<file path="src/rtl/kfpm_pkg.sv">
`timescale 1ns / 1ps
`default_nettype none
// ============================================================================
// kfpm_pkg: shared types and constants of the knob filter parameter mapper
// widths, parameter kinds, bank codes, register indexes and reset values
// ============================================================================
package kfpm_pkg;

    localparam int KNOB_COUNT_DEF = 44;
    localparam int KNOB_W         = 6;
    localparam int SAMPLE_W       = 8;
    localparam int TIME_W         = 16;
    localparam int TRACK_COUNT    = 16;
    localparam int TRACK_W        = 4;
    localparam int KIND_W         = 3;
    localparam int VALUE_W        = 17;
    localparam int CFG_IDX_W      = 3;
    localparam int CFG_DATA_W     = 16;
    localparam int QUEUE_DEPTH    = 2;

    // parameter kinds
    localparam logic [KIND_W-1:0] KIND_OUT_VOL   = 3'd0;
    localparam logic [KIND_W-1:0] KIND_PITCH     = 3'd1;
    localparam logic [KIND_W-1:0] KIND_ATTACK    = 3'd2;
    localparam logic [KIND_W-1:0] KIND_RELEASE   = 3'd3;
    localparam logic [KIND_W-1:0] KIND_TRACK_VOL = 3'd4;
    localparam logic [KIND_W-1:0] KIND_TEMPO     = 3'd5;

    // knob banks
    localparam logic [2:0] BANK_OUT_VOL   = 3'd0;
    localparam logic [2:0] BANK_PITCH     = 3'd1;
    localparam logic [2:0] BANK_ATTACK    = 3'd2;
    localparam logic [2:0] BANK_RELEASE   = 3'd3;
    localparam logic [2:0] BANK_TRACK_VOL = 3'd4;

    localparam logic [KNOB_W-1:0]   TEMPO_KNOB = 6'd42;
    localparam logic [SAMPLE_W-1:0] PITCH_FLIP = 8'h80;

    // configuration register indexes
    localparam logic [CFG_IDX_W-1:0] CFG_VOLUME_OFFSET = 3'd0;
    localparam logic [CFG_IDX_W-1:0] CFG_VOLUME_RECIP  = 3'd1;
    localparam logic [CFG_IDX_W-1:0] CFG_JITTER_LIMIT  = 3'd2;
    localparam logic [CFG_IDX_W-1:0] CFG_COARSE_STEP   = 3'd3;
    localparam logic [CFG_IDX_W-1:0] CFG_MIN_TIME      = 3'd4;

    localparam logic [7:0]  RST_VOLUME_OFFSET = 8'd71;
    localparam logic [15:0] RST_VOLUME_RECIP  = 16'd20905;
    localparam logic [7:0]  RST_JITTER_LIMIT  = 8'd2;
    localparam logic [15:0] RST_COARSE_STEP   = 16'd238;
    localparam logic [15:0] RST_MIN_TIME      = 16'd20;

    typedef struct packed {
        logic [7:0]  volume_offset;
        logic [15:0] volume_recip;
        logic [7:0]  jitter_limit;
        logic [15:0] coarse_step;
        logic [15:0] min_time;
    } kfpm_cfg_t;

    // classified item handed from front to back
    typedef struct packed {
        logic [KNOB_W-1:0]   knob;
        logic [SAMPLE_W-1:0] raw;
        logic                fine;
        logic                direct;
        logic                active;
        logic [KIND_W-1:0]   kind;
        logic [TRACK_W-1:0]  target;
    } kfpm_item_t;

endpackage
`default_nettype wire

</file>
<file path="src/rtl/kfpm_front.sv">
`timescale 1ns / 1ps
`default_nettype none
// ============================================================================
// kfpm_front: input side
// accepts knob items, drops unknown knobs and classifies kind and target
// ============================================================================
module kfpm_front
    import kfpm_pkg::*;
#(
    parameter int KNOB_COUNT = KNOB_COUNT_DEF
)
(
    input  wire logic                in_valid,
    output logic                     in_stall,
    input  wire logic [KNOB_W-1:0]   knob_index,
    input  wire logic [SAMPLE_W-1:0] raw_sample,
    input  wire logic                fine_mode,
    input  wire logic                upper_tracks,
    input  wire logic                envelope_direct,
    input  wire logic                q_full,
    output logic                     push,
    output kfpm_item_t               push_item
);

    localparam logic [KNOB_W-1:0] KNOB_LIMIT = KNOB_W'(KNOB_COUNT);

    logic [2:0]         bank;
    logic [2:0]         pos;
    logic [TRACK_W-1:0] track;

    assign in_stall = q_full;
    assign push     = in_valid && !q_full && (knob_index < KNOB_LIMIT);
    assign bank     = knob_index[5:3];
    assign pos      = knob_index[2:0];
    assign track    = {upper_tracks, pos};

    always_comb
    begin
        push_item.knob   = knob_index;
        push_item.raw    = raw_sample;
        push_item.fine   = fine_mode;
        push_item.direct = envelope_direct;
        push_item.active = 1'b1;
        push_item.kind   = KIND_OUT_VOL;
        push_item.target = {1'b0, pos};
        case (bank)
            BANK_OUT_VOL:
            begin
                push_item.kind   = KIND_OUT_VOL;
            end
            BANK_PITCH:
            begin
                push_item.kind   = KIND_PITCH;
            end
            BANK_ATTACK:
            begin
                push_item.kind   = KIND_ATTACK;
                push_item.target = track;
            end
            BANK_RELEASE:
            begin
                push_item.kind   = KIND_RELEASE;
                push_item.target = track;
            end
            BANK_TRACK_VOL:
            begin
                push_item.kind   = KIND_TRACK_VOL;
                push_item.target = track;
            end
            default:
            begin
                // general knobs: only tempo reports
                push_item.kind   = KIND_TEMPO;
                push_item.target = '0;
                push_item.active = (knob_index == TEMPO_KNOB);
            end
        endcase
    end

endmodule
`default_nettype wire

</file>
<file path="src/rtl/kfpm_queue.sv">
`timescale 1ns / 1ps
`default_nettype none
// ============================================================================
// kfpm_queue: short item queue between front and back
// lets the input side keep taking items while the back is busy
// ============================================================================
module kfpm_queue
    import kfpm_pkg::*;
(
    input  wire logic       clk,
    input  wire logic       rst_n,
    input  wire logic       push,
    input  wire kfpm_item_t push_item,
    output logic            full,
    input  wire logic       pop,
    output logic            head_vld,
    output kfpm_item_t      head_item
);

    localparam int PTR_W = (QUEUE_DEPTH > 1) ? $clog2(QUEUE_DEPTH) : 1;
    localparam int CNT_W = $clog2(QUEUE_DEPTH + 1);
    localparam logic [PTR_W-1:0] PTR_LAST = PTR_W'(QUEUE_DEPTH - 1);
    localparam logic [CNT_W-1:0] CNT_FULL = CNT_W'(QUEUE_DEPTH);

    kfpm_item_t        slot_reg [QUEUE_DEPTH];
    logic [PTR_W-1:0]  wr_ptr_reg, wr_ptr_next;
    logic [PTR_W-1:0]  rd_ptr_reg, rd_ptr_next;
    logic [CNT_W-1:0]  cnt_reg, cnt_next;

    assign full      = (cnt_reg == CNT_FULL);
    assign head_vld  = (cnt_reg != '0);
    assign head_item = slot_reg[rd_ptr_reg];

    always_comb
    begin
        wr_ptr_next = wr_ptr_reg;
        rd_ptr_next = rd_ptr_reg;
        cnt_next    = cnt_reg;
        if (push)
        begin
            wr_ptr_next = (wr_ptr_reg == PTR_LAST) ? '0 : wr_ptr_reg + 1'b1;
        end
        if (pop)
        begin
            rd_ptr_next = (rd_ptr_reg == PTR_LAST) ? '0 : rd_ptr_reg + 1'b1;
        end
        if (push && !pop)
        begin
            cnt_next = cnt_reg + 1'b1;
        end
        else if (pop && !push)
        begin
            cnt_next = cnt_reg - 1'b1;
        end
    end

    always_ff @(posedge clk or negedge rst_n)
    begin
        if (!rst_n)
        begin
            wr_ptr_reg <= '0;
            rd_ptr_reg <= '0;
            cnt_reg    <= '0;
        end
        else
        begin
            wr_ptr_reg <= wr_ptr_next;
            rd_ptr_reg <= rd_ptr_next;
            cnt_reg    <= cnt_next;
        end
    end

    always_ff @(posedge clk)
    begin
        if (push)
        begin
            slot_reg[wr_ptr_reg] <= push_item;
        end
    end

endmodule
`default_nettype wire

</file>
<file path="src/rtl/kfpm_back.sv">
`timescale 1ns / 1ps
`default_nettype none
// ============================================================================
// kfpm_back: execution side
// per-knob level memory read-modify-write, change test, value mapping,
// envelope time registers and the result register
// ============================================================================
module kfpm_back
    import kfpm_pkg::*;
#(
    parameter int KNOB_COUNT = KNOB_COUNT_DEF
)
(
    input  wire logic                 clk,
    input  wire logic                 rst_n,
    input  wire kfpm_cfg_t            cfg,
    input  wire logic                 head_vld,
    input  wire kfpm_item_t           head_item,
    output logic                      pop,
    output logic                      out_valid,
    input  wire logic                 out_stall,
    output logic [KIND_W-1:0]         param_kind,
    output logic [TRACK_W-1:0]        target,
    output logic signed [VALUE_W-1:0] param_value,
    output logic                      apply_volume
);

    localparam int AW = $clog2(KNOB_COUNT);

    // level memory entry: {filtered, last reported}
    logic [2*SAMPLE_W-1:0] lvl_mem [KNOB_COUNT];
    logic [KNOB_COUNT-1:0] lvl_vld_reg;
    logic [2*SAMPLE_W-1:0] rd_data_reg;
    logic                  rd_hit_reg;

    logic                  a_vld_reg;
    kfpm_item_t            a_item_reg;
    logic                  b_vld_reg;
    kfpm_item_t            b_item_reg;
    logic [SAMPLE_W-1:0]   b_f_reg;
    logic [SAMPLE_W-1:0]   b_last_reg;

    logic [TIME_W-1:0]     atk_reg [TRACK_COUNT];
    logic [TIME_W-1:0]     rel_reg [TRACK_COUNT];

    logic                      out_vld_reg;
    logic [KIND_W-1:0]         kind_reg;
    logic [TRACK_W-1:0]        target_reg;
    logic signed [VALUE_W-1:0] value_reg, value_next;
    logic                      apply_reg;

    logic [AW-1:0]             rd_addr;
    logic [AW-1:0]             a_addr;
    logic [SAMPLE_W-1:0]       cur;
    logic [SAMPLE_W-1:0]       last;
    logic signed [SAMPLE_W:0]  delta;
    logic signed [SAMPLE_W:0]  half;
    logic [SAMPLE_W:0]         nf_wide;
    logic [SAMPLE_W-1:0]       nf;
    logic [SAMPLE_W-1:0]       absdiff;
    logic                      a_is_vol;
    logic                      report;
    logic                      a_adv;
    logic                      b_adv;
    logic                      b_free;

    logic [23:0]               vol_prod;
    logic signed [9:0]         vol_int;
    logic [TIME_W-1:0]         old_t;
    logic [TIME_W-1:0]         fine_t;
    logic [TIME_W-1:0]         step_m1;
    logic [2*TIME_W-1:0]       coarse_prod;
    logic [TIME_W-1:0]         raw_t;
    logic [TIME_W-1:0]         new_t;

    assign pop     = head_vld && !a_vld_reg;
    assign rd_addr = head_item.knob[AW-1:0];
    assign a_addr  = a_item_reg.knob[AW-1:0];

    // stage a: filter and change test
    always_comb
    begin
        cur     = rd_hit_reg ? rd_data_reg[2*SAMPLE_W-1:SAMPLE_W] : '0;
        last    = rd_hit_reg ? rd_data_reg[SAMPLE_W-1:0] : '0;
        delta   = $signed({1'b0, a_item_reg.raw}) - $signed({1'b0, cur});
        half    = delta >>> 1;
        if (delta[SAMPLE_W] && delta[0])
        begin
            half = half + 9'sd1;
        end
        nf_wide = {1'b0, cur} + half;
        nf      = nf_wide[SAMPLE_W-1:0];
        absdiff = (nf >= last) ? (nf - last) : (last - nf);
        a_is_vol = a_item_reg.kind inside {KIND_OUT_VOL, KIND_TRACK_VOL};
        if (!a_item_reg.active)
        begin
            report = 1'b0;
        end
        else if (a_is_vol)
        begin
            report = (absdiff > cfg.jitter_limit);
        end
        else
        begin
            report = (nf != last);
        end
    end

    assign b_adv  = b_vld_reg && (!out_vld_reg || !out_stall);
    assign b_free = !b_vld_reg || b_adv;
    assign a_adv  = a_vld_reg && (!report || b_free);

    // stage b: value mapping
    always_comb
    begin
        vol_prod = 24'(b_f_reg) * 24'(cfg.volume_recip);
        vol_int  = $signed({2'b00, vol_prod[23:16]}) - $signed({2'b00, cfg.volume_offset});
        // truncate toward zero for negative results with a fraction
        if ((vol_prod[23:16] < cfg.volume_offset) && (vol_prod[15:0] != '0))
        begin
            vol_int = vol_int + 10'sd1;
        end
        old_t = (b_item_reg.kind == KIND_ATTACK) ? atk_reg[b_item_reg.target]
                                                 : rel_reg[b_item_reg.target];
        fine_t      = old_t + TIME_W'(b_f_reg) - TIME_W'(b_last_reg);
        step_m1     = TIME_W'(b_f_reg) - 16'd1;
        coarse_prod = step_m1 * cfg.coarse_step;
        raw_t       = b_item_reg.fine ? fine_t : coarse_prod[TIME_W-1:0];
        new_t       = (raw_t < cfg.min_time) ? cfg.min_time : raw_t;
        case (b_item_reg.kind)
            KIND_OUT_VOL, KIND_TRACK_VOL:
            begin
                value_next = VALUE_W'(vol_int);
            end
            KIND_PITCH:
            begin
                value_next = $signed({9'b0, b_f_reg ^ PITCH_FLIP});
            end
            KIND_ATTACK, KIND_RELEASE:
            begin
                value_next = $signed({1'b0, new_t});
            end
            default:
            begin
                value_next = $signed({9'b0, b_f_reg});
            end
        endcase
    end

    always_ff @(posedge clk or negedge rst_n)
    begin
        if (!rst_n)
        begin
            lvl_vld_reg <= '0;
            rd_hit_reg  <= 1'b0;
            a_vld_reg   <= 1'b0;
            b_vld_reg   <= 1'b0;
            out_vld_reg <= 1'b0;
            for (int i = 0; i < TRACK_COUNT; i++)
            begin
                atk_reg[i] <= '0;
                rel_reg[i] <= '0;
            end
        end
        else
        begin
            if (pop)
            begin
                rd_hit_reg <= lvl_vld_reg[rd_addr];
                a_vld_reg  <= 1'b1;
            end
            else if (a_adv)
            begin
                a_vld_reg  <= 1'b0;
            end
            if (a_adv)
            begin
                lvl_vld_reg[a_addr] <= 1'b1;
            end
            if (a_adv && report)
            begin
                b_vld_reg <= 1'b1;
            end
            else if (b_adv)
            begin
                b_vld_reg <= 1'b0;
            end
            if (b_adv)
            begin
                out_vld_reg <= 1'b1;
                if (b_item_reg.kind == KIND_ATTACK)
                begin
                    atk_reg[b_item_reg.target] <= new_t;
                end
                if (b_item_reg.kind == KIND_RELEASE)
                begin
                    rel_reg[b_item_reg.target] <= new_t;
                end
            end
            else if (!out_stall)
            begin
                out_vld_reg <= 1'b0;
            end
        end
    end

    always_ff @(posedge clk)
    begin
        if (pop)
        begin
            rd_data_reg <= lvl_mem[rd_addr];
            a_item_reg  <= head_item;
        end
        if (a_adv)
        begin
            lvl_mem[a_addr] <= {nf, report ? nf : last};
        end
        if (a_adv && report)
        begin
            b_item_reg <= a_item_reg;
            b_f_reg    <= nf;
            b_last_reg <= last;
        end
        if (b_adv)
        begin
            kind_reg   <= b_item_reg.kind;
            target_reg <= b_item_reg.target;
            value_reg  <= value_next;
            apply_reg  <= (b_item_reg.kind == KIND_TRACK_VOL) && b_item_reg.direct;
        end
    end

    assign out_valid    = out_vld_reg;
    assign param_kind   = kind_reg;
    assign target       = target_reg;
    assign param_value  = value_reg;
    assign apply_volume = apply_reg;

`ifndef NO_ASSERTIONS
    a_attack_written: assert property (@(posedge clk) disable iff (!rst_n)
        (b_adv && b_item_reg.kind == KIND_ATTACK)
        |=> (value_reg[TIME_W-1:0] == atk_reg[target_reg]))
        else $error("attack result differs from stored time");

    a_release_written: assert property (@(posedge clk) disable iff (!rst_n)
        (b_adv && b_item_reg.kind == KIND_RELEASE)
        |=> (value_reg[TIME_W-1:0] == rel_reg[target_reg]))
        else $error("release result differs from stored time");

    a_volume_range: assert property (@(posedge clk) disable iff (!rst_n)
        (out_vld_reg && (kind_reg == KIND_OUT_VOL || kind_reg == KIND_TRACK_VOL))
        |-> (value_reg <= 17'sd255 && value_reg >= -17'sd255))
        else $error("volume result out of range");

    a_read_held: assert property (@(posedge clk) disable iff (!rst_n)
        (a_vld_reg && $past(a_vld_reg) && !$past(a_adv))
        |-> $stable(rd_data_reg))
        else $error("level read data changed while item waits");
`endif

endmodule
`default_nettype wire

</file>
<file path="src/rtl/knob_filter_param_mapper_unit.sv">
`timescale 1ns / 1ps
`default_nettype none
// ============================================================================
// knob_filter_param_mapper_unit: knob smoothing and parameter mapping
// filters each knob sample, tests for a reportable change and maps it to
// volume, pitch, envelope time or tempo results
// ============================================================================
// items pass the queue, stage a (level read, filter, change test), stage b
// (value mapping) and the result register; the back takes no new item until the
//   last has left stage a (level memory read, then written back before the next read)
// the input queue takes items every cycle until it holds 2
// reset: registers to defaults, level valid bits and envelope times cleared
//   at once; no clearing pass, items accepted right after reset
module knob_filter_param_mapper_unit
    import kfpm_pkg::*;
#(
    parameter int KNOB_COUNT = KNOB_COUNT_DEF
)
(
    input  wire logic                  clk,
    input  wire logic                  rst_n,
    input  wire logic                  cfg_write,
    input  wire logic [CFG_IDX_W-1:0]  cfg_index,
    input  wire logic [CFG_DATA_W-1:0] cfg_data,
    input  wire logic                  in_valid,
    output logic                       in_stall,
    input  wire logic [KNOB_W-1:0]     knob_index,
    input  wire logic [SAMPLE_W-1:0]   raw_sample,
    input  wire logic                  fine_mode,
    input  wire logic                  upper_tracks,
    input  wire logic                  envelope_direct,
    output logic                       out_valid,
    input  wire logic                  out_stall,
    output logic [KIND_W-1:0]          param_kind,
    output logic [TRACK_W-1:0]         target,
    output logic signed [VALUE_W-1:0]  param_value,
    output logic                       apply_volume
);

    kfpm_cfg_t  cfg_reg;
    logic       q_full;
    logic       push;
    kfpm_item_t push_item;
    logic       pop;
    logic       head_vld;
    kfpm_item_t head_item;

    always_ff @(posedge clk or negedge rst_n)
    begin
        if (!rst_n)
        begin
            cfg_reg.volume_offset <= RST_VOLUME_OFFSET;
            cfg_reg.volume_recip  <= RST_VOLUME_RECIP;
            cfg_reg.jitter_limit  <= RST_JITTER_LIMIT;
            cfg_reg.coarse_step   <= RST_COARSE_STEP;
            cfg_reg.min_time      <= RST_MIN_TIME;
        end
        else if (cfg_write)
        begin
            case (cfg_index)
                CFG_VOLUME_OFFSET: cfg_reg.volume_offset <= cfg_data[7:0];
                CFG_VOLUME_RECIP:  cfg_reg.volume_recip  <= cfg_data;
                CFG_JITTER_LIMIT:  cfg_reg.jitter_limit  <= cfg_data[7:0];
                CFG_COARSE_STEP:   cfg_reg.coarse_step   <= cfg_data;
                CFG_MIN_TIME:      cfg_reg.min_time      <= cfg_data;
                default:           cfg_reg <= cfg_reg;
            endcase
        end
    end

    kfpm_front #(
        .KNOB_COUNT (KNOB_COUNT)
    ) u_front (
        .in_valid        (in_valid),
        .in_stall        (in_stall),
        .knob_index      (knob_index),
        .raw_sample      (raw_sample),
        .fine_mode       (fine_mode),
        .upper_tracks    (upper_tracks),
        .envelope_direct (envelope_direct),
        .q_full          (q_full),
        .push            (push),
        .push_item       (push_item)
    );

    kfpm_queue u_queue (
        .clk       (clk),
        .rst_n     (rst_n),
        .push      (push),
        .push_item (push_item),
        .full      (q_full),
        .pop       (pop),
        .head_vld  (head_vld),
        .head_item (head_item)
    );

    kfpm_back #(
        .KNOB_COUNT (KNOB_COUNT)
    ) u_back (
        .clk          (clk),
        .rst_n        (rst_n),
        .cfg          (cfg_reg),
        .head_vld     (head_vld),
        .head_item    (head_item),
        .pop          (pop),
        .out_valid    (out_valid),
        .out_stall    (out_stall),
        .param_kind   (param_kind),
        .target       (target),
        .param_value  (param_value),
        .apply_volume (apply_volume)
    );

endmodule
`default_nettype wire

</file>
<file path="config.mk">
export PLATFORM = sky130hd
export DESIGN_NAME = knob_filter_param_mapper_unit
export DESIGN_NICKNAME = d
export VERILOG_FILES = /design/src/rtl/kfpm_pkg.sv /design/src/rtl/kfpm_front.sv /design/src/rtl/kfpm_queue.sv /design/src/rtl/kfpm_back.sv /design/src/rtl/knob_filter_param_mapper_unit.sv
export SDC_FILE = /design/constraint.sdc
export NUM_CORES = 2
export LEC_CHECK = 0
export BUFFER_PORTS_ARGS = -buffer_cell sky130_fd_sc_hd__clkbuf_2
export CAP_MARGIN = 30
export CORE_UTILIZATION = 25
export CTS_BUF_LIST = sky130_fd_sc_hd__clkbuf_4 sky130_fd_sc_hd__clkbuf_8 sky130_fd_sc_hd__clkbuf_16
export DETAILED_ROUTE_END_ITERATION = 12
export PLACE_DENSITY = 0.49
export RECOVER_POWER = 25
export SYNTH_ARGS = -nofsm -noshare
export SYNTH_HDL_FRONTEND = slang
export SYNTH_SLANG_ARGS = --single-unit
export TNS_END_PERCENT = 10
</file>
<file path="constraint.sdc">
create_clock -name clk -period 26.7 [get_ports clk]
set_clock_uncertainty 0.1 [all_clocks]
set_input_delay 5.34 -clock clk [delete_from_list [all_inputs] [get_ports clk]]
set_output_delay 5.34 -clock clk [all_outputs]
set_load 0.005 [all_outputs]
</file>
### After elaboration in Yosys (flattened, before gate mapping)

Memory sizes are Yosys's and may differ from the RTL's. A register that Yosys moved wholly into a read port is not among the register bits.
Index checks and enable logic that the tools add are counted.

* register bits after elaboration: 702
* latch bits: 0
* memory bits (writable): 752
* memory bits (read-only): 0
* input bits: 41
* word-level logic and storage cells: 199
* memories kept: 2

* add/sub/neg operators: 14
* $mul: 2
* div/mod/pow operators: 0
* order comparisons: 10
* equal/unequal tests: 17
* shift operators: 0
* muxes and demuxes: 43
* bitwise gates (word level): 3
* reduce and logical (&&, ||, !) cells: 46

Memory list
* u_back.lvl_mem: words 44, bits a word 16, read ports 1, clocked after Yosys merged registers in 1, wr ports 1, line kfpm_back.sv:31 `logic [2*SAMPLE_W-1:0] lvl_mem [KNOB_COUNT];`
* u_queue.slot_reg: words 2, bits a word 24, read ports 1, clocked after Yosys merged registers in 0, wr ports 1, line kfpm_queue.sv:25 `kfpm_item_t slot_reg [QUEUE_DEPTH];`

Operators with widths (number)
* 256-bit bitwise mux: 2
* 16-bit binary-select mux with 4-bit select: 2
* 16-bit two-way mux: 8
* 16-bit demux with 4-bit select: 1
* 17-bit one-hot mux with 3 select lines: 1
* 44-bit bitwise OR: 1
* 8-bit two-way mux: 5
* 8-bit by 16-bit multiplier with 24-bit output: 1
* 3-bit by 2-bit equality test with 1-bit output (second input constant): 6
* 8-bit by 8-bit subtractor with 9-bit output: 2
* 1-bit two-way mux: 17
* 16-bit by 8-bit adder with 16-bit output: 1
* 16-bit less-than comparator: 1
* 16-bit by 16-bit multiplier with 16-bit output: 1
* 16-bit nonzero test: 1
* 16-bit by 8-bit subtractor with 16-bit output: 1
* 8-bit subtractor: 2
* 3-bit one-hot mux with 5 select lines: 1
* 6-bit by 7-bit less-than comparator with 1-bit output (second input constant): 2
* 2-bit AND reduction: 7
* 1-bit logical AND: 13
* 3-bit equality test (second input constant): 4
* 3-bit logical NOT: 4
* 10-bit by 2-bit adder with 10-bit output (second input constant): 1
* other kinds (31): 50

### Longest topological paths before layout

* depth after elaboration: 15
* gate-level depth with buffers: 39

### Cells and area by module

Synthesis repeated with hierarchy kept, for this count alone.

* cell total of the unflattened synthesis: 5002
* area total of the unflattened synthesis: 69899.5 um^2

Modules (own cells, without submodules)
* kfpm_back: times used 1, cells each 4741, area each 65195.0 um^2, sequential area each 37856.3 um^2
* knob_filter_param_mapper_unit: times used 1, cells each 139, area each 2464.9 um^2, sequential area each 1626.6 um^2
* kfpm_queue: times used 1, cells each 91, area each 2023.2 um^2, sequential area each 1541.5 um^2
* kfpm_front: times used 1, cells each 31, area each 216.5 um^2, sequential area each 0.0 um^2

### Worst setup path before layout

No wires, ideal clock.

* path kind: register to register
* start point: register u_back.rd_hit_reg
* end point: memory u_back.lvl_mem[0][0] (netlist name), data pin
* setup time: 0.547 ns
* arrival: 10.376 ns
* required time: 26.053 ns
* setup slack: 15.677 ns
* stages on the path, launching flop included: 35
* buffers on the path: 3
* path through: dfrtp_1 clkbuf_1 clkbuf_1 and2_1 ha_1 fa_1 o21ai_0 a31oi_1 o21bai_1 a211oi_1 mux2_2 ha_1 a21o_1 a21oi_1 o21ai_0 a21o_1 a21oi_1 xnor2_1 xnor2_1 ha_1 nand4_1 o21ai_0 a21oi_2 mux2i_1 o21ai_0 a221oi_1 xnor2_1 ha_1 nand3_1 nor2_1 a311o_1 a21oi_1 o21ai_2 clkbuf_1 o21ai_0

* word-level cells in the longest chain between the ends: 11
* elaborated cells between the ends (all ways): 16

RTL lines
* from (decl): line kfpm_back.sv:34 `logic rd_hit_reg;`
* from (signal assigned): line kfpm_back.sv:169 `rd_hit_reg <= lvl_vld_reg[rd_addr];`
* 8-bit two-way mux (*): line kfpm_back.sv:83 `cur = rd_hit_reg ? rd_data_reg[2*SAMPLE_W-1:SAMPLE_W] : '0;`
* 8-bit by 8-bit subtractor with 9-bit output: line kfpm_back.sv:85 `delta = $signed({1'b0, a_item_reg.raw}) - $signed({1'b0, cur});`
* 8-bit by 2-bit adder with 8-bit output or 1-bit logical AND (tied branches): line kfpm_back.sv:89, kfpm_back.sv:87
* 8-bit two-way mux: line kfpm_back.sv:87 `if (delta[SAMPLE_W] && delta[0])`
* 8-bit adder (*): line kfpm_back.sv:91 `nf_wide = {1'b0, cur} + half;`
* net u_back.nf_wide[7]: line kfpm_back.sv:58 `logic [SAMPLE_W:0] nf_wide;`
* 8-bit subtractor or 8-bit >= comparator (tied branches): line kfpm_back.sv:93 `absdiff = (nf >= last) ? (nf - last) : (last - nf);`
* 8-bit two-way mux: line kfpm_back.sv:93
* 8-bit > comparator: line kfpm_back.sv:101 `report = (absdiff > cfg.jitter_limit);`
* 1-bit two-way mux (*): line kfpm_back.sv:99 `else if (a_is_vol)`
* 1-bit two-way mux (*): line kfpm_back.sv:95 `if (!a_item_reg.active)`
* 8-bit two-way mux (*): line kfpm_back.sv:216 `lvl_mem[a_addr] <= {nf, report ? nf : last};`
* to (decl): line kfpm_back.sv:31

The timed path passes the listed nets; every way through them passes the cells marked *.

### Final worst setup path

* start point: register u_back.b_item_reg[1] (netlist name)
* end point: register u_back.atk_reg[163] (netlist name)

* word-level cells in the longest chain between the ends: 11
* elaborated cells between the ends (all ways): 19

RTL lines
* from (decl): line kfpm_back.sv:39 `kfpm_item_t b_item_reg;`
* from (signal assigned): line kfpm_back.sv:220 `b_item_reg <= a_item_reg;`
* 4-bit inverter with 5-bit output (not written as such) (*): line kfpm_back.sv:123, kfpm_back.sv:124, kfpm_back.sv:193
* 16-bit binary-select mux with 4-bit select (on tied branches): line kfpm_back.sv:124, kfpm_back.sv:123
* 16-bit two-way mux (on tied branches) (2 in series): line kfpm_back.sv:124, kfpm_back.sv:123
* 16-bit two-way mux: line kfpm_back.sv:123 `old_t = (b_item_reg.kind == KIND_ATTACK) ? atk_reg[b_item_reg.target]`
* 16-bit by 8-bit adder with 16-bit output: line kfpm_back.sv:125 `fine_t = old_t + TIME_W'(b_f_reg) - TIME_W'(b_last_reg);`
* 16-bit by 8-bit subtractor with 16-bit output: line kfpm_back.sv:125
* 16-bit two-way mux: line kfpm_back.sv:128 `raw_t = b_item_reg.fine ? fine_t : coarse_prod[TIME_W-1:0];`
* 16-bit less-than comparator: line kfpm_back.sv:129 `new_t = (raw_t < cfg.min_time) ? cfg.min_time : raw_t;`
* 16-bit two-way mux: line kfpm_back.sv:129
* 256-bit bitwise mux (*): line kfpm_back.sv:193 `atk_reg[b_item_reg.target] <= new_t;`
* to (signal, indexed assignment): line kfpm_back.sv:193
* to (decl): line kfpm_back.sv:43 `logic [TIME_W-1:0] atk_reg [TRACK_COUNT];`

Every way passes the cells marked *; elsewhere a longest branch is shown, timed or not. The select of a mux whose other input is x is not followed.
A chain may end at the register's enable or synchronous reset.

==> results.yml <==
timing:
  tightest_slew_ns: 9.847
  maxSlewViolCount: 1489
  post-route-period-util_pct: 58.12
  setup_viol: 0
  finalSetupTns_ns: 0
  hold_viol: 0
  layout_min_cycle_time_ns: 15.52
  relSlewSlack_pct: -556.5
  grt_setup_unrepaired: "false"
  max_freq_mhz: 64.44
placement:
  port_buffers: 67
  place.gp.congestion: 0.8261
  place_hpwl_microns: 125600
worst_setup_path:
  critPathLaunchType: "flip-flop"
  cp_max_fo: 136
  worstPathCellList: "clkbuf_1, mux4_2, mux4_2, mux2i_1, fa_1, inv_1, ha_1, a211oi_1, o21a_1, o41ai_2, a21o_1, a21oi_1, xor2_1, mux2i_1, ha_1, nand4_1, a21oi_1, o31ai_1, a21o_1, buf_4, mux2i_2, buf_4, o21ai_0"
  slowest_delay_ns: 6.80
  crit_buf_inv: 4
  worstPathRequired_ns: 27.21
  crit_type: "reg2reg"
  arrival_ns: 16.03
  crit_family: "buffers and inverters"
  critPathCaptureType: "flip-flop"
  critPathSlowestCell: "clkbuf_1"
synth:
  synth_top_area_share_pct: 35.49
  syn_inst: 6261
  ys_seq_elements: 1470
  synth.distinct_cells: 86
  yosys_warnings: 0
  synth_ff_type: "edfxtp_1"
  synthTopCellsByArea: "edfxtp_1 35%, dfrtp_1 21%, nand2_1 7.8%"
  synth_nets: 6653
  synth.avg_cell_area_sq_um: 11.38
  ys_async_sr_fraction_pct: 42.72
  synth_largest_area_cell: "edfxtp_1"
  synth-edff-count: 842
  ys_seq_area_share_pct: 57.59
  synth_area_sq_um: 71240
detailed_routing:
  via_count: 47220
  dr.pass1.iters: 5
  viasPerCell: 4.677
  drt-wirelength-per-cell_microns: 20.44
  drcViolationCount: 0
  ant_nets: 0
  drt_iter0_markers: 3787
  drt-total-wl_microns: 206300
final_layout:
  drive_gt1_share_pct: 12.08
  largest_register_ffs: 704
  fillers: 28940
  multi_input_area_sq_um: 27720
  fin_nets: 6606
  area_growth_pct: 14.54
  ff_latch_area_sq_um: 41020
cts:
  clock_latency_ns: 0.82
  cts_tree: "done"
  cts_buffers: 162
  cts.sinks: 1470
  path_clk_slew_ns: 0.06
  root_buffer: "clkbuf_16"
  htreeDepth: 4
  post_cts_buffers: 0
  cts.repair.resized: 0
  clockBufferDepth: 3
  cts_hold_buf: 0
worst_hold_path:
  hold_class: "reg2reg"
grt:
  grt_start_max_net_pins: 172
  antenna_found_initial: 7
  gr-total-overflow: 0
  grt_first_pass_wirelength_microns: 311600
  grt_pass1_vias: 47330
  grt_use_total_pct: 14.30
floorplan:
  dieArea_sq_um: 287100
  rows: 195
  ios: 68
  core-area_sq_um: 282800
  die_h_microns: 535.8
  die_w_microns: 535.8
  initial_core_util_pct: 25.19
run:
  drv_cap: 27
outcome:
  status: "complete, but fails checks"
  violations: "capacitance limit, slew limit"
-- through the flow --
stage	setup slack [ns]	cell area (sq um)	hold slack [ns]	util, %	instances
floorplan	15.68	71240	0.3003	-	6261
global placement	16.34	76100	0.3081	26.91	9781
detailed placement	16.19	76240	0.3065	26.96	9790
CTS	16.11	81850	0.2950	28.94	10090
global route	9.968	81600	0.2843	28.86	10090
finish	11.18	81600	0.2916	28.86	10100
-- cells by family (layout without fill, tap and decap cells) --
family	Yosys count	after routing	synth area share [%]
compound gates	1014	1014	8.483
xor+xnor	100	100	1.300
fa+ha+maj	351	351	7.998
buf+inv	739	827	3.992
flops	1470	1470	57.59
mux	272	272	6.574
other cells	0	3	0
simple gates	2315	2315	14.07
-- Yosys cell counts, types with 4 or more instances --
cell	number
mux2_2	57
buf_2	19
nand2_1	1488
nor3_1	26
edfxtp_1	842
mux4_2	149
nand2b_1	20
nor2b_1	46
nor4b_1	4
buf_4	6
a211oi_1	7
mux2i_1	64
nand4_1	7
xor2_1	32
a311oi_1	88
fa_1	174
dfstp_2	20
a21oi_1	111
ha_1	177
o21bai_1	52
nor3b_1	7
a21o_1	32
nor2_1	106
clkbuf_1	336
a22oi_1	4
a31oi_1	40
a21boi_0	4
o211a_1	4
o21ai_2	21
inv_1	317
xnor2_1	63
o21ai_1	15
nand3_1	418
nand4b_1	4
and3_1	40
o21a_1	19
nand3b_1	5
or3_1	5
o21ai_0	572
and2_1	119
buf_1	54
dfrtp_1	608
-- cell usage in the layout, fill, tap and decap left out, types with 62 or more instances in the layout --
master	synthesis	final
ha_1	177	176
nor2_1	106	96
edfxtp_1	842	842
buf_4	6	101
and2_1	119	115
a311oi_1	88	88
fa_1	174	174
a21oi_1	111	110
dfrtp_1	608	608
xnor2_1	63	62
mux4_2	149	149
nand3_1	418	418
nand2_1	1488	1466
clkbuf_16	0	164
o21ai_0	572	565
inv_1	317	316
-- layout make-up --
class                      count  share of cell area, %
sequential                  1470                  50.27
multi-input combinational   4052                  33.97
clock buffer                 228                  5.756
tap                         3743                  5.739
timing repair buffer         208                  1.664
inverter                     320                  1.475
clock inverter                71                  1.115
antenna                        3               0.009200
-- final timing paths --
check | startpoint | endpoint | slack, ns | depth (start not counted)
max | u_back.b_item_reg[1] | u_back.atk_reg[163] | 11.18 | 23
max in group asynchronous | rst_n | u_back.rel_reg[141] | 13.80 | 5
min reg2reg | u_back.a_item_reg[2] | u_back.b_item_reg[2] | 0.29 | 0
max reg2reg | u_back.b_item_reg[1] | u_back.atk_reg[163] | 11.18 | 23
min in group asynchronous | rst_n | u_back.atk_reg[255] | 6.50 | 1
min | u_back.a_item_reg[2] | u_back.b_item_reg[2] | 0.29 | 0
-- layer usage --
layer / global-route usage [%] / wire, microns / vias up / share of wire, %
met3: 2.005 / 9692 / 233 / 4.7
met5: 0 / 0 / - / 0
met2: 23.18 / 96620 / 1076 / 47
li1: - / - / 21720 / -
met1: 20.07 / 95810 / 24190 / 46
met4: 3.423 / 4210 / 0 / 2.0
-- worst register-to-register path, cell delays in order, from the launching register on --
cell,delay [ns]
edfxtp_1,0.52
clkbuf_1,6.81
mux4_2,1.52
mux4_2,0.38
mux2i_1,0.24
fa_1,0.57
inv_1,0.08
ha_1,0.29
a211oi_1,0.09
o21a_1,0.23
o41ai_2,0.68
a21o_1,0.28
a21oi_1,0.13
xor2_1,0.19
mux2i_1,0.40
ha_1,0.33
nand4_1,0.12
a21oi_1,0.11
o31ai_1,0.27
a21o_1,0.21
buf_4,0.46
mux2i_2,0.91
buf_4,0.34
o21ai_0,0.11
Power is left out: the tool's default activity adds up to more than one toggle a clock period on the data nets, which glitch-free logic cannot reach.
